`config.mk`:
```
export PLATFORM = sky130hd
export DESIGN_NAME = grouped_free_block_allocator
export DESIGN_NICKNAME = d
export VERILOG_FILES = /design/src/hw/rtl/gfba_pkg.sv /design/src/hw/rtl/gfba_ram.sv /design/src/hw/rtl/gfba_store.sv /design/src/hw/rtl/grouped_free_block_allocator.sv
export SDC_FILE = /design/constraint.sdc
export NUM_CORES = 2
export LEC_CHECK = 0
export ABC_AREA = 1
export BUFFER_PORTS_ARGS = -buffer_cell sky130_fd_sc_hd__buf_2
export CORE_ASPECT_RATIO = 0.7
export CORE_MARGIN = 10
export CORE_UTILIZATION = 60
export DETAILED_ROUTE_END_ITERATION = 8
export PLACE_DENSITY = 0.75
export RECOVER_POWER = 100
export SYNTH_ARGS = -nofsm -noshare
export SYNTH_HDL_FRONTEND = slang
export SYNTH_HIERARCHICAL = 1
export SYNTH_SLANG_ARGS = --single-unit
```
`constraint.sdc`:
```
create_clock -name clk -period 8.6 [get_ports clk]
set_input_delay 1.29 -clock clk [delete_from_list [all_inputs] [get_ports clk]]
set_output_delay 1.29 -clock clk [all_outputs]
set_load 0.02 [all_outputs]
```
`src/hw/rtl/gfba_pkg.sv`:
```
// Package: shared types, codes and sizes for the grouped free block allocator.
`timescale 1ns / 1ps
`default_nettype none
package gfba_pkg;

  localparam int GROUP_SIZE = 64;
  localparam int SLOT_W     = (GROUP_SIZE > 1) ? $clog2(GROUP_SIZE) : 1;
  localparam int IDX_W      = 6;
  localparam int TOP_W      = 7;
  localparam int WORD_W     = 32;

  typedef logic [SLOT_W-1:0]        slot_t;
  typedef logic [IDX_W-1:0]         eidx_t;
  typedef logic signed [TOP_W-1:0]  top_t;
  typedef logic [WORD_W-1:0]        word_t;

  localparam top_t TOP_MAX   = top_t'(GROUP_SIZE - 1);
  localparam top_t TOP_EMPTY = top_t'(-1);
  localparam slot_t SLOT_LAST = slot_t'(GROUP_SIZE - 1);

  typedef enum logic [1:0] {
    ACT_ALLOC      = 2'd0,
    ACT_RECYCLE    = 2'd1,
    ACT_LOAD_ENTRY = 2'd2,
    ACT_LOAD_TOP   = 2'd3
  } action_t;

  typedef enum logic [2:0] {
    K_GRANTED  = 3'd0,
    K_NONE     = 3'd1,
    K_SPILL    = 3'd2,
    K_RECYCLED = 3'd3,
    K_ACCEPTED = 3'd4,
    K_REJECTED = 3'd5
  } kind_t;

  typedef enum logic [1:0] {
    ST_IDLE,
    ST_ALLOC,
    ST_SPILL
  } state_t;

  // request from the sequencer to the slot store
  typedef struct packed {
    logic  wr_en;
    slot_t wr_idx;
    word_t wr_data;
    slot_t rd_idx;
    logic  clear;
  } store_req_t;

endpackage
`default_nettype wire

```
`src/hw/rtl/gfba_ram.sv`:
```
// Generic single write port, single read port RAM with registered read.
`timescale 1ns / 1ps
`default_nettype none
module gfba_ram #(
  parameter int WIDTH = 32,
  parameter int DEPTH = 64
) (
  input  wire logic                                    clk,
  input  wire logic                                    we,
  input  wire logic [((DEPTH > 1) ? $clog2(DEPTH) : 1)-1:0] waddr,
  input  wire logic [WIDTH-1:0]                        wdata,
  input  wire logic [((DEPTH > 1) ? $clog2(DEPTH) : 1)-1:0] raddr,
  output logic      [WIDTH-1:0]                        rdata
);

  logic [WIDTH-1:0] mem [DEPTH];

  always_ff @(posedge clk) begin
    if (we) begin
      mem[waddr] <= wdata;
    end
    rdata <= mem[raddr];
  end

endmodule
`default_nettype wire

```
`src/hw/rtl/gfba_store.sv`:
```
// Slot store: group RAM plus per-slot valid bits so unwritten slots read as zero.
`timescale 1ns / 1ps
`default_nettype none
module gfba_store (
  input  wire logic                clk,
  input  wire logic                rst_n,
  input  wire gfba_pkg::store_req_t req,
  output gfba_pkg::word_t          rd_value
);

  logic [gfba_pkg::GROUP_SIZE-1:0] valid_r;
  logic [gfba_pkg::GROUP_SIZE-1:0] valid_nxt;
  gfba_pkg::slot_t                 rd_idx_r;
  gfba_pkg::word_t                 ram_q;

  gfba_ram #(
    .WIDTH(gfba_pkg::WORD_W),
    .DEPTH(gfba_pkg::GROUP_SIZE)
  ) u_ram (
    .clk   (clk),
    .we    (req.wr_en),
    .waddr (req.wr_idx),
    .wdata (req.wr_data),
    .raddr (req.rd_idx),
    .rdata (ram_q)
  );

  always_comb begin
    valid_nxt = req.clear ? '0 : valid_r;
    if (req.wr_en) begin
      valid_nxt[req.wr_idx] = 1'b1;
    end
  end

  always_ff @(posedge clk) begin
    if (!rst_n) begin
      valid_r <= '0;
    end else begin
      valid_r <= valid_nxt;
    end
    rd_idx_r <= req.rd_idx;
  end

  assign rd_value = valid_r[rd_idx_r] ? ram_q : '0;

endmodule
`default_nettype wire

```
`src/hw/rtl/grouped_free_block_allocator.sv`:
```
// Top level: sequencer for the grouped free block list allocator.
//
// Usage: drive in_* and raise start; a word is taken at a clock edge with
// start high and busy low. Results come out one word per cycle on out_*,
// each marked by out_valid for exactly one cycle; out_last flags the final
// result of an item. The receiver cannot stall, so results are never held.
// Behaviour by item kind:
//   recycle, load, rejected, and allocate from an empty group: result in the
//   cycle after accept, next item accepted in the next cycle.
//   allocate from a nonempty group: the top slot is read from the group RAM
//   in ST_ALLOC, then the result is registered; no new item is taken in ST_ALLOC.
//   recycle into a full group: the single RAM read port walks the group,
//   one slot per cycle, giving GROUP_SIZE spill words; busy until the last
//   slot has been read.
// After a link grant (out_refill_needed) only load items are taken until a
// load group top word arrives; allocate and recycle answer rejected.
// Reset (synchronous, rst_n low) empties the group: all slots read as zero,
// top is -1, no refill pending. No clearing pass is needed.
`timescale 1ns / 1ps
`default_nettype none
module grouped_free_block_allocator (
  input  wire logic                   clk,
  input  wire logic                   rst_n,
  input  wire logic                   start,
  output logic                        busy,
  input  wire logic [1:0]             in_action,
  input  wire logic [31:0]            in_block_addr,
  input  wire logic [5:0]             in_entry_index,
  input  wire logic signed [6:0]      in_top_value,
  output logic                        out_valid,
  output logic [2:0]                  out_kind,
  output logic [31:0]                 out_address,
  output logic [5:0]                  out_spill_index,
  output logic [31:0]                 out_spill_value,
  output logic                        out_refill_needed,
  output logic                        out_last
);

  gfba_pkg::state_t     state_r, state_nxt;
  gfba_pkg::top_t       top_r, top_nxt;
  logic                 awaiting_r, awaiting_nxt;
  gfba_pkg::slot_t      idx_r, idx_nxt;
  gfba_pkg::word_t      spill_addr_r, spill_addr_nxt;

  logic                 out_valid_r, out_valid_nxt;
  gfba_pkg::kind_t      out_kind_r, out_kind_nxt;
  gfba_pkg::word_t      out_address_r, out_address_nxt;
  gfba_pkg::eidx_t      out_sidx_r, out_sidx_nxt;
  gfba_pkg::word_t      out_sval_r, out_sval_nxt;
  logic                 out_refill_r, out_refill_nxt;
  logic                 out_last_r, out_last_nxt;

  gfba_pkg::store_req_t req;
  gfba_pkg::word_t      rd_value;
  gfba_pkg::top_t       top_inc;
  gfba_pkg::top_t       top_sat;
  gfba_pkg::action_t    action;

  gfba_store u_store (
    .clk      (clk),
    .rst_n    (rst_n),
    .req      (req),
    .rd_value (rd_value)
  );

  assign action  = gfba_pkg::action_t'(in_action);
  assign top_inc = top_r + gfba_pkg::top_t'(1);

  always_comb begin
    if (in_top_value < gfba_pkg::TOP_EMPTY) begin
      top_sat = gfba_pkg::TOP_EMPTY;
    end else if (in_top_value > gfba_pkg::TOP_MAX) begin
      top_sat = gfba_pkg::TOP_MAX;
    end else begin
      top_sat = in_top_value;
    end
  end

  always_ff @(posedge clk) begin
    if (!rst_n) begin
      state_r     <= gfba_pkg::ST_IDLE;
      top_r       <= gfba_pkg::TOP_EMPTY;
      awaiting_r  <= 1'b0;
      out_valid_r <= 1'b0;
    end else begin
      state_r     <= state_nxt;
      top_r       <= top_nxt;
      awaiting_r  <= awaiting_nxt;
      out_valid_r <= out_valid_nxt;
    end
    idx_r         <= idx_nxt;
    spill_addr_r  <= spill_addr_nxt;
    out_kind_r    <= out_kind_nxt;
    out_address_r <= out_address_nxt;
    out_sidx_r    <= out_sidx_nxt;
    out_sval_r    <= out_sval_nxt;
    out_refill_r  <= out_refill_nxt;
    out_last_r    <= out_last_nxt;
  end

  always_comb begin
    state_nxt       = state_r;
    top_nxt         = top_r;
    awaiting_nxt    = awaiting_r;
    idx_nxt         = idx_r;
    spill_addr_nxt  = spill_addr_r;

    out_valid_nxt   = 1'b0;
    out_kind_nxt    = gfba_pkg::K_REJECTED;
    out_address_nxt = '0;
    out_sidx_nxt    = '0;
    out_sval_nxt    = '0;
    out_refill_nxt  = 1'b0;
    out_last_nxt    = 1'b1;

    req.wr_en   = 1'b0;
    req.wr_idx  = top_inc[gfba_pkg::SLOT_W-1:0];
    req.wr_data = in_block_addr;
    req.clear   = 1'b0;
    req.rd_idx  = (action == gfba_pkg::ACT_RECYCLE) ? '0 : top_r[gfba_pkg::SLOT_W-1:0];

    case (state_r)
      gfba_pkg::ST_IDLE: begin
        if (start) begin
          case (action)
            gfba_pkg::ACT_ALLOC: begin
              if (awaiting_r) begin
                out_valid_nxt = 1'b1;
              end else if (top_r < 0) begin
                out_valid_nxt = 1'b1;
                out_kind_nxt  = gfba_pkg::K_NONE;
              end else begin
                state_nxt = gfba_pkg::ST_ALLOC;
              end
            end
            gfba_pkg::ACT_RECYCLE: begin
              if (awaiting_r) begin
                out_valid_nxt = 1'b1;
              end else if (top_r >= gfba_pkg::TOP_MAX) begin
                state_nxt      = gfba_pkg::ST_SPILL;
                idx_nxt        = '0;
                spill_addr_nxt = in_block_addr;
              end else begin
                req.wr_en     = 1'b1;
                top_nxt       = top_inc;
                out_valid_nxt = 1'b1;
                out_kind_nxt  = gfba_pkg::K_RECYCLED;
              end
            end
            gfba_pkg::ACT_LOAD_ENTRY: begin
              out_valid_nxt = 1'b1;
              if (awaiting_r) begin
                out_kind_nxt = gfba_pkg::K_ACCEPTED;
                req.wr_idx   = in_entry_index[gfba_pkg::SLOT_W-1:0];
                req.wr_en    = ({1'b0, in_entry_index} <
                                gfba_pkg::TOP_W'(gfba_pkg::GROUP_SIZE));
              end
            end
            gfba_pkg::ACT_LOAD_TOP: begin
              out_valid_nxt = 1'b1;
              if (awaiting_r) begin
                out_kind_nxt = gfba_pkg::K_ACCEPTED;
                top_nxt      = top_sat;
                awaiting_nxt = 1'b0;
              end
            end
            default: begin
              out_valid_nxt = 1'b1;
            end
          endcase
        end
      end

      gfba_pkg::ST_ALLOC: begin
        state_nxt     = gfba_pkg::ST_IDLE;
        out_valid_nxt = 1'b1;
        if (top_r == 0) begin
          if (rd_value == '0) begin
            out_kind_nxt = gfba_pkg::K_NONE;
          end else begin
            // only the link is left: hand it out and wait for the next group
            out_kind_nxt    = gfba_pkg::K_GRANTED;
            out_address_nxt = rd_value;
            out_refill_nxt  = 1'b1;
            top_nxt         = gfba_pkg::TOP_EMPTY;
            awaiting_nxt    = 1'b1;
          end
        end else begin
          out_kind_nxt    = gfba_pkg::K_GRANTED;
          out_address_nxt = rd_value;
          top_nxt         = top_r - gfba_pkg::top_t'(1);
        end
      end

      gfba_pkg::ST_SPILL: begin
        // rd_value holds slot idx_r; prefetch the next slot
        req.rd_idx      = idx_r + gfba_pkg::slot_t'(1);
        out_valid_nxt   = 1'b1;
        out_kind_nxt    = gfba_pkg::K_SPILL;
        out_address_nxt = spill_addr_r;
        out_sidx_nxt    = gfba_pkg::eidx_t'(idx_r);
        out_sval_nxt    = rd_value;
        out_last_nxt    = (idx_r == gfba_pkg::SLOT_LAST);
        if (idx_r == gfba_pkg::SLOT_LAST) begin
          state_nxt   = gfba_pkg::ST_IDLE;
          req.clear   = 1'b1;
          req.wr_en   = 1'b1;
          req.wr_idx  = '0;
          req.wr_data = spill_addr_r;
          top_nxt     = '0;
        end else begin
          idx_nxt = idx_r + gfba_pkg::slot_t'(1);
        end
      end

      default: begin
        state_nxt = gfba_pkg::ST_IDLE;
      end
    endcase
  end

  assign busy              = (state_r != gfba_pkg::ST_IDLE);
  assign out_valid         = out_valid_r;
  assign out_kind          = out_kind_r;
  assign out_address       = out_address_r;
  assign out_spill_index   = out_sidx_r;
  assign out_spill_value   = out_sval_r;
  assign out_refill_needed = out_refill_r;
  assign out_last          = out_last_r;

`ifndef SYNTH
  // every accepted word answers at once or keeps the block busy
  a_accept_progress: assert property (@(posedge clk) disable iff (!rst_n)
    (start && !busy) |=> (out_valid || busy))
    else $error("accepted word produced neither result nor busy");

  // a spill run is still going until its last word
  a_spill_busy: assert property (@(posedge clk) disable iff (!rst_n)
    (out_valid && (out_kind == gfba_pkg::K_SPILL) && !out_last) |-> busy)
    else $error("spill run left busy early");

  // while waiting for a refill the group is empty
  a_refill_empty: assert property (@(posedge clk) disable iff (!rst_n)
    awaiting_r |-> (top_r == gfba_pkg::TOP_EMPTY))
    else $error("refill pending with nonempty group");

  // the top pointer never leaves the group
  a_top_range: assert property (@(posedge clk) disable iff (!rst_n)
    (top_r >= gfba_pkg::TOP_EMPTY) && (top_r <= gfba_pkg::TOP_MAX))
    else $error("stack top out of range");
`endif

endmodule
`default_nettype wire
```
* After elaboration in Yosys (flattened, before gate mapping)
Memory sizes are Yosys's and may differ from the RTL's. A register that Yosys moved wholly into a read port is not among the register bits.
Index checks and enable logic that the tools add are counted.
** Word-level totals
- Memories :: 1
- Register bits :: 194
- RAM bits :: 2048
** Memory list
- u_store.u_ram.mem :: depth 64, width 32, read ports 1, clocked after Yosys merged registers in 1, write ports 1, RTL line gfba_ram.sv:16 : logic [WIDTH-1:0] mem [DEPTH];
** Cells by class
- Bitwise gates (word level) :: 2
- Equal/unequal tests :: 24
- Reductions and logical operators :: 17
- Add/sub/neg operators :: 3
- Muxes and demuxes :: 70
- Magnitude comparators :: 7
** Operators with widths (number)
- $mux 64 :: 2
- $mux 32 :: 3
- $mux 39 :: 2
- $mux 7 :: 11
- $logic_not 32->1 :: 2
- $or 64x64->64 :: 1
- $pmux 32 s2 :: 1
- $mux 6 :: 7
- $pmux 7 s2 :: 2
- $ne 3x3->1 const B :: 7
- $pmux 7 s3 :: 1
- $mux 1 :: 18
- $mux 3 :: 6
- $pmux 3 s3 :: 2
- $ne 2x2->1 const B :: 8
- $lt 6x7->1 const B :: 2
- $lt 7x1->1 const B :: 2
- $mux 2 :: 6
- $pmux 6 s2 :: 1
- $reduce_and 5->1 :: 2
- $pmux 2 s2 :: 2
- $reduce_and 8->1 :: 1
- $add 7x2->7 const B :: 1
- $ge 7x7->1 const B :: 1
- other kinds (22) :: 32

* Longest topological paths before layout
- Depth in word-level cells :: 12
- Mapped depth :: 21
- Mapped depth without buffers :: 18

* Cells and area by module
The synthesis kept the hierarchy.
** Modules (own cells, without submodules)
- gfba_ram :: area each 82786.9 um^2, cells each 6769, seq. area each 62139.6 um^2, times used 1
- grouped_free_block_allocator :: area each 5456.5 um^2, cells each 692, seq. area each 2862.7 um^2, times used 1
- gfba_store :: area each 3597.2 um^2, cells each 513, seq. area each 1401.3 um^2, times used 1

* Worst setup path after synthesis
OpenSTA, ideal clock, no wires.
- Path kind :: input-to-reg
- Start :: input in_action[0]
- End :: memory u_store.u_ram.mem[32][0], enable pin
- Required time :: 8.098 ns
- Path buffers :: 0
- Path slack :: 2.205 ns
- Stages :: 13
- Data arrival time :: 5.893 ns
- Cell sequence :: inv_1 > ha_1 > nand2_1 > inv_1 > nand2_1 > inv_2 > o21ai_1 > a21oi_2 > o21ai_1 > inv_1 > nor2_1 > nand3_1 > nor4_1
** RTL lines
- start, declared :: RTL line grouped_free_block_allocator.sv:26 : input wire logic [1:0] in_action,
- end, declared :: RTL line gfba_ram.sv:16

==> impl_summary.md <==
Floorplanning
The width of the chip is 488 um. The initial standard-cell utilization of the core is 0.602. The region available for standard cell placement spans 153000 sq um. The vertical die dimension is 347 um. The floorplan step defined a die boundary enclosing 169000 sq um. The count of boundary I/O pins is 127. The floorplan has 120 rows.

Outcome
The flow ran to the end, but the final reports show violations. The checks that failed: capacitance limit, slew limit.

Global routing
The number of global-route vias before repair is 59200. The global-route total usage across every layer is 0.294. The number of antenna violations at the first check in global routing is 21.

The aggregate global routing overflow is 0. The largest net degree at the start of global routing is 210. The first-pass GRT wire length is 378 mm.

Cells and area
The number of standard cells in the final layout excluding fillers is 10100. The fill cell instance count of the final layout is 11000. The growth of design area from synthesis to finish is 8.49%. For this run, the post-layout net count is 7965. The number of antenna cells inserted is 0. Of the cells placed in the final design, the portion with a size suffix greater than 1 is 0.0549.

Placed design
The weighted congestion reported at the end of routability-driven placement is 0.892. During placement, the flow inserted port buffers numbering 126. The wire-length estimate of the detail-placed layout is 139 mm. In this run, placement finished with an instance count of 9717.

Clock tree
The count of cells resized by post-cts repair is 0. The TritonCTS sink count is 2274. The clock network latency to the later pin of the worst-skew pair is 0.86 ns.

TritonCTS created 198 clock buffers. The clock passes through at most 3 buffers. The clock tree from TritonCTS is built. Buffers added to address setup during post-CTS repair amount to 0. The cell sitting at the root of the clock tree is a sky130_fd_sc_hd__clkbuf_16.

The hold-fix buffer count after cts is 0. After clock tree synthesis, the clock-pin slew on the worst setup and hold paths is 0.07 ns. The H-tree depth reported by CTS is 4.

Power and ir drop
The worst IR drop on VDD is 0.000419 V. The total internal power is 20.5 mW. The switching power share of the total is 0.427. In this run the power density over the cells is 359 nW/um^2. The share of total power dissipated in combinational logic is 0.405. In this run the static leakage power is 35.3 nW.

Of the total power, registers draw 0.353. Summed over all nets, the switching power comes to 15.3 mW. The sum of internal, switching and leakage power is 35.8 mW.

The portion of total power attributed to the clock network is 0.242.

Synth
The mapped netlist covers 91800 sq um. Yosys mapped a number of flops with a built-in enable equal to 2086. The post-synthesis instance total is 7974.

The register bit total from synthesis is 2274. The number of library cell types mapped by synthesis is 42. The most used flip-flop cell after synthesis is sky130_fd_sc_hd__edfxtp_1. The number of nets in the synthesized netlist is 8035. The sequential fraction of the synthesis area is 0.723. Dividing the synthesized area by the synthesized cell count gives 11.5 sq um. The async set-or-reset flop fraction in the synthesized netlist is 0. Yosys printed 6 warnings.

STA
In the final timing run, aggregate negative setup slack is 0 ns. For the finished layout, the period the worst path requires is 7.20 ns. The final hold violation count was 0. The worst slew margin relative to its limit is -2.21. The clock skew after layout is 0.0546 ns. At the pin with the least slew margin, the transition time is 4.76 ns. The share of the clock period used by the worst path is 0.837. Setup repair after global routing left no endpoint under its margin. Based on the critical path, the design can be clocked at up to 139 MHz. Setup violations remaining at the end of the flow were counted as 0.

The total count of max-transition violations in the final report is 2906.

Critical path
The type of the worst setup path is flop to flop. Data arrives at the worst endpoint at 7.69 ns. Along the worst path, the maximum fanout reaches 34. STA classifies the critical path endpoint as a flop. The required time at the worst-slack endpoint is 9.09 ns. The kind of start point of the critical path is a flop.

Route
Detailed routing inserted a total of 63500 vias. The detailed-router iteration count before antenna repair is 8. The average detailed-routed wire length per instance is 25.5 um.

The DRC violations left is 0. The number of nets with antenna violations after routing is 0. After the first detailed-routing iteration, the DRC count stood at 10800. The per-cell via count in the routed design is 6.31. Summed over all layers, the routed wires come to 257 mm.

Flow run
Across the run, the number of max-cap violations was 62.

Min path
The path type of the worst min-delay path is flop to flop.
==> kinds of logic (layout without fill, tap and decap cells) <==
group | Yosys count | in the layout | share of synthesized area
fa+ha+maj | 11 | 11 | 0.00150
simple gates | 4836 | 4836 | 0.227
compound gates | 202 | 202 | 0.0131
xor+xnor | 3 | 3 | 0.000286
buf+inv | 648 | 738 | 0.0349
flops | 2274 | 2274 | 0.723
==> Yosys cell counts (10+ instances only) <==
| cell type | number | area share |
|---|---|---|
| sky130_fd_sc_hd__nand2_1 | 2646 | 0.11 |
| sky130_fd_sc_hd__edfxtp_1 | 2086 | 0.68 |
| sky130_fd_sc_hd__nand3_1 | 1996 | 0.11 |
| sky130_fd_sc_hd__buf_2 | 271 | 0.015 |
| sky130_fd_sc_hd__dfxtp_1 | 188 | 0.041 |
| sky130_fd_sc_hd__nor2_1 | 132 | 0.0054 |
| sky130_fd_sc_hd__inv_1 | 122 | 0.0050 |
| sky130_fd_sc_hd__clkbuf_1 | 108 | 0.0044 |
| sky130_fd_sc_hd__a21oi_1 | 91 | 0.0050 |
| sky130_fd_sc_hd__buf_4 | 56 | 0.0046 |
| sky130_fd_sc_hd__buf_1 | 46 | 0.0019 |
| sky130_fd_sc_hd__o21ai_1 | 35 | 0.0019 |
| sky130_fd_sc_hd__a21oi_2 | 32 | 0.0031 |
| sky130_fd_sc_hd__buf_6 | 28 | 0.0034 |
| sky130_fd_sc_hd__a22oi_1 | 18 | 0.0015 |
| sky130_fd_sc_hd__nor3_1 | 18 | 0.00098 |
| sky130_fd_sc_hd__o21ai_0 | 15 | 0.00082 |
| sky130_fd_sc_hd__inv_2 | 14 | 0.00057 |
| sky130_fd_sc_hd__nand4_1 | 12 | 0.00082 |
| sky130_fd_sc_hd__ha_1 | 11 | 0.0015 |
| sky130_fd_sc_hd__nor4_1 | 10 | 0.00068 |
==> per-stage QoR <==
stage / instance area, sq um / utilization / worst slack [ns] / hold slack (ns)
after floorplan: 91800 / - / 2.21 / 0.445
after global placement: 94300 / 0.618 / 2.73 / 0.452
after detailed placement: 94300 / 0.618 / 2.57 / 0.455
after CTS: 101000 / 0.659 / 3.05 / 0.465
after global routing: 99600 / 0.653 / 1.36 / 0.483
final: 99600 / 0.653 / 1.40 / 0.468
==> metal layers <==
metal,share of wire,GRT usage,up-vias
li1,-,-,27800
met1,0.38,0.428,30600
met2,0.44,0.430,4559
met3,0.15,0.0787,528
met4,0.035,0.101,12
met5,0.00031,0,-
==> power groups by stage <==
stage	clock, mW	combinational (mW)	sequential, mW
after CTS	8.70	14.1	12.6
final	8.67	14.5	12.6
after floorplan	0	9.33	12.8
after global placement	0	13.8	12.8
after global routing	9.14	15.4	12.6
after detailed placement	0	14.0	12.8
==> flip-flops by register name, summed over array words and instances, names as in the netlist <==
| register | flops |
|---|---|
| u_store/valid_r | 64 |
| u_store/u_ram/rdata | 32 |
| top_r | 7 |
| awaiting_r | 1 |
| out_spill_value | 32 |
| out_address | 32 |
| idx_r | 6 |
| out_refill_needed | 1 |
| out_last | 1 |
| out_valid | 1 |
| u_store/rd_idx_r | 6 |
| out_spill_index | 6 |
| spill_addr_r | 32 |
| out_kind | 3 |
| state_r | 2 |
| u_store/u_ram/mem | 2048 |
==> area by class of cell <==
cell class,count,area [sq um],area share
Tap cell,2013,2520,0.0253
Clock buffer,261,5330,0.0534
Sequential cell,2274,66400,0.666
Timing Repair Buffer,239,1320,0.0132
Clock inverter,99,912,0.00915
Inverter,139,566,0.00568
Multi-Input combinational cell,5052,22600,0.227
==> path summary, 6_finish.rpt <==
check                      startpoint                        to  slack (ns)  cells past startpoint
setup / recovery             idx_r[0]  u_store/u_ram/mem[31][3]        1.40                     10
setup reg to reg             idx_r[0]  u_store/u_ram/mem[31][3]        1.40                     10
hold / removal    u_store/valid_r[31]       u_store/valid_r[31]        0.47                      2
hold reg to reg   u_store/valid_r[31]       u_store/valid_r[31]        0.47                      2
==> worst max-delay path, cell delays in order (launching register included) <==
cell                       delay, ns
sky130_fd_sc_hd__edfxtp_1       0.55
sky130_fd_sc_hd__ha_1           0.24
sky130_fd_sc_hd__nand2_1        0.08
sky130_fd_sc_hd__inv_1          0.10
sky130_fd_sc_hd__nand2_1        0.47
sky130_fd_sc_hd__nor2_1         0.49
sky130_fd_sc_hd__inv_1          0.63
sky130_fd_sc_hd__nand2_1        0.78
sky130_fd_sc_hd__nand4_1        1.10
sky130_fd_sc_hd__nor2_1         1.86
sky130_fd_sc_hd__buf_4          0.50
==> cell usage in the layout (no fill, tap or decap), types with 6 or more instances in the layout <==
| master | netlist | final |
|---|---|---|
| sky130_fd_sc_hd__nor4_1 | 10 | 10 |
| sky130_fd_sc_hd__a22oi_1 | 18 | 18 |
| sky130_fd_sc_hd__nand3_1 | 1996 | 1999 |
| sky130_fd_sc_hd__ha_1 | 11 | 11 |
| sky130_fd_sc_hd__inv_2 | 14 | 7 |
| sky130_fd_sc_hd__bufinv_16 | 0 | 9 |
| sky130_fd_sc_hd__nor3_1 | 18 | 18 |
| sky130_fd_sc_hd__clkinv_1 | 1 | 43 |
| sky130_fd_sc_hd__nor2_2 | 3 | 9 |
| sky130_fd_sc_hd__dfxtp_1 | 188 | 188 |
| sky130_fd_sc_hd__buf_12 | 0 | 14 |
| sky130_fd_sc_hd__clkinv_2 | 0 | 30 |
| sky130_fd_sc_hd__buf_2 | 271 | 23 |
| sky130_fd_sc_hd__o21ai_4 | 0 | 15 |
| sky130_fd_sc_hd__nor2_1 | 132 | 88 |
| sky130_fd_sc_hd__edfxtp_1 | 2086 | 2086 |
| sky130_fd_sc_hd__nor2_4 | 0 | 38 |
| sky130_fd_sc_hd__clkbuf_16 | 0 | 200 |
| sky130_fd_sc_hd__o21ai_1 | 35 | 9 |
| sky130_fd_sc_hd__inv_1 | 122 | 125 |
| sky130_fd_sc_hd__clkbuf_1 | 108 | 207 |
| sky130_fd_sc_hd__a21oi_1 | 91 | 122 |
| sky130_fd_sc_hd__clkbuf_8 | 0 | 8 |
| sky130_fd_sc_hd__nand2_1 | 2646 | 2648 |
| sky130_fd_sc_hd__o21ai_0 | 15 | 25 |
| sky130_fd_sc_hd__clkinv_8 | 0 | 6 |
| sky130_fd_sc_hd__nand4_1 | 12 | 12 |
| sky130_fd_sc_hd__buf_4 | 56 | 44 |
(Power assumes the default switching activity.)
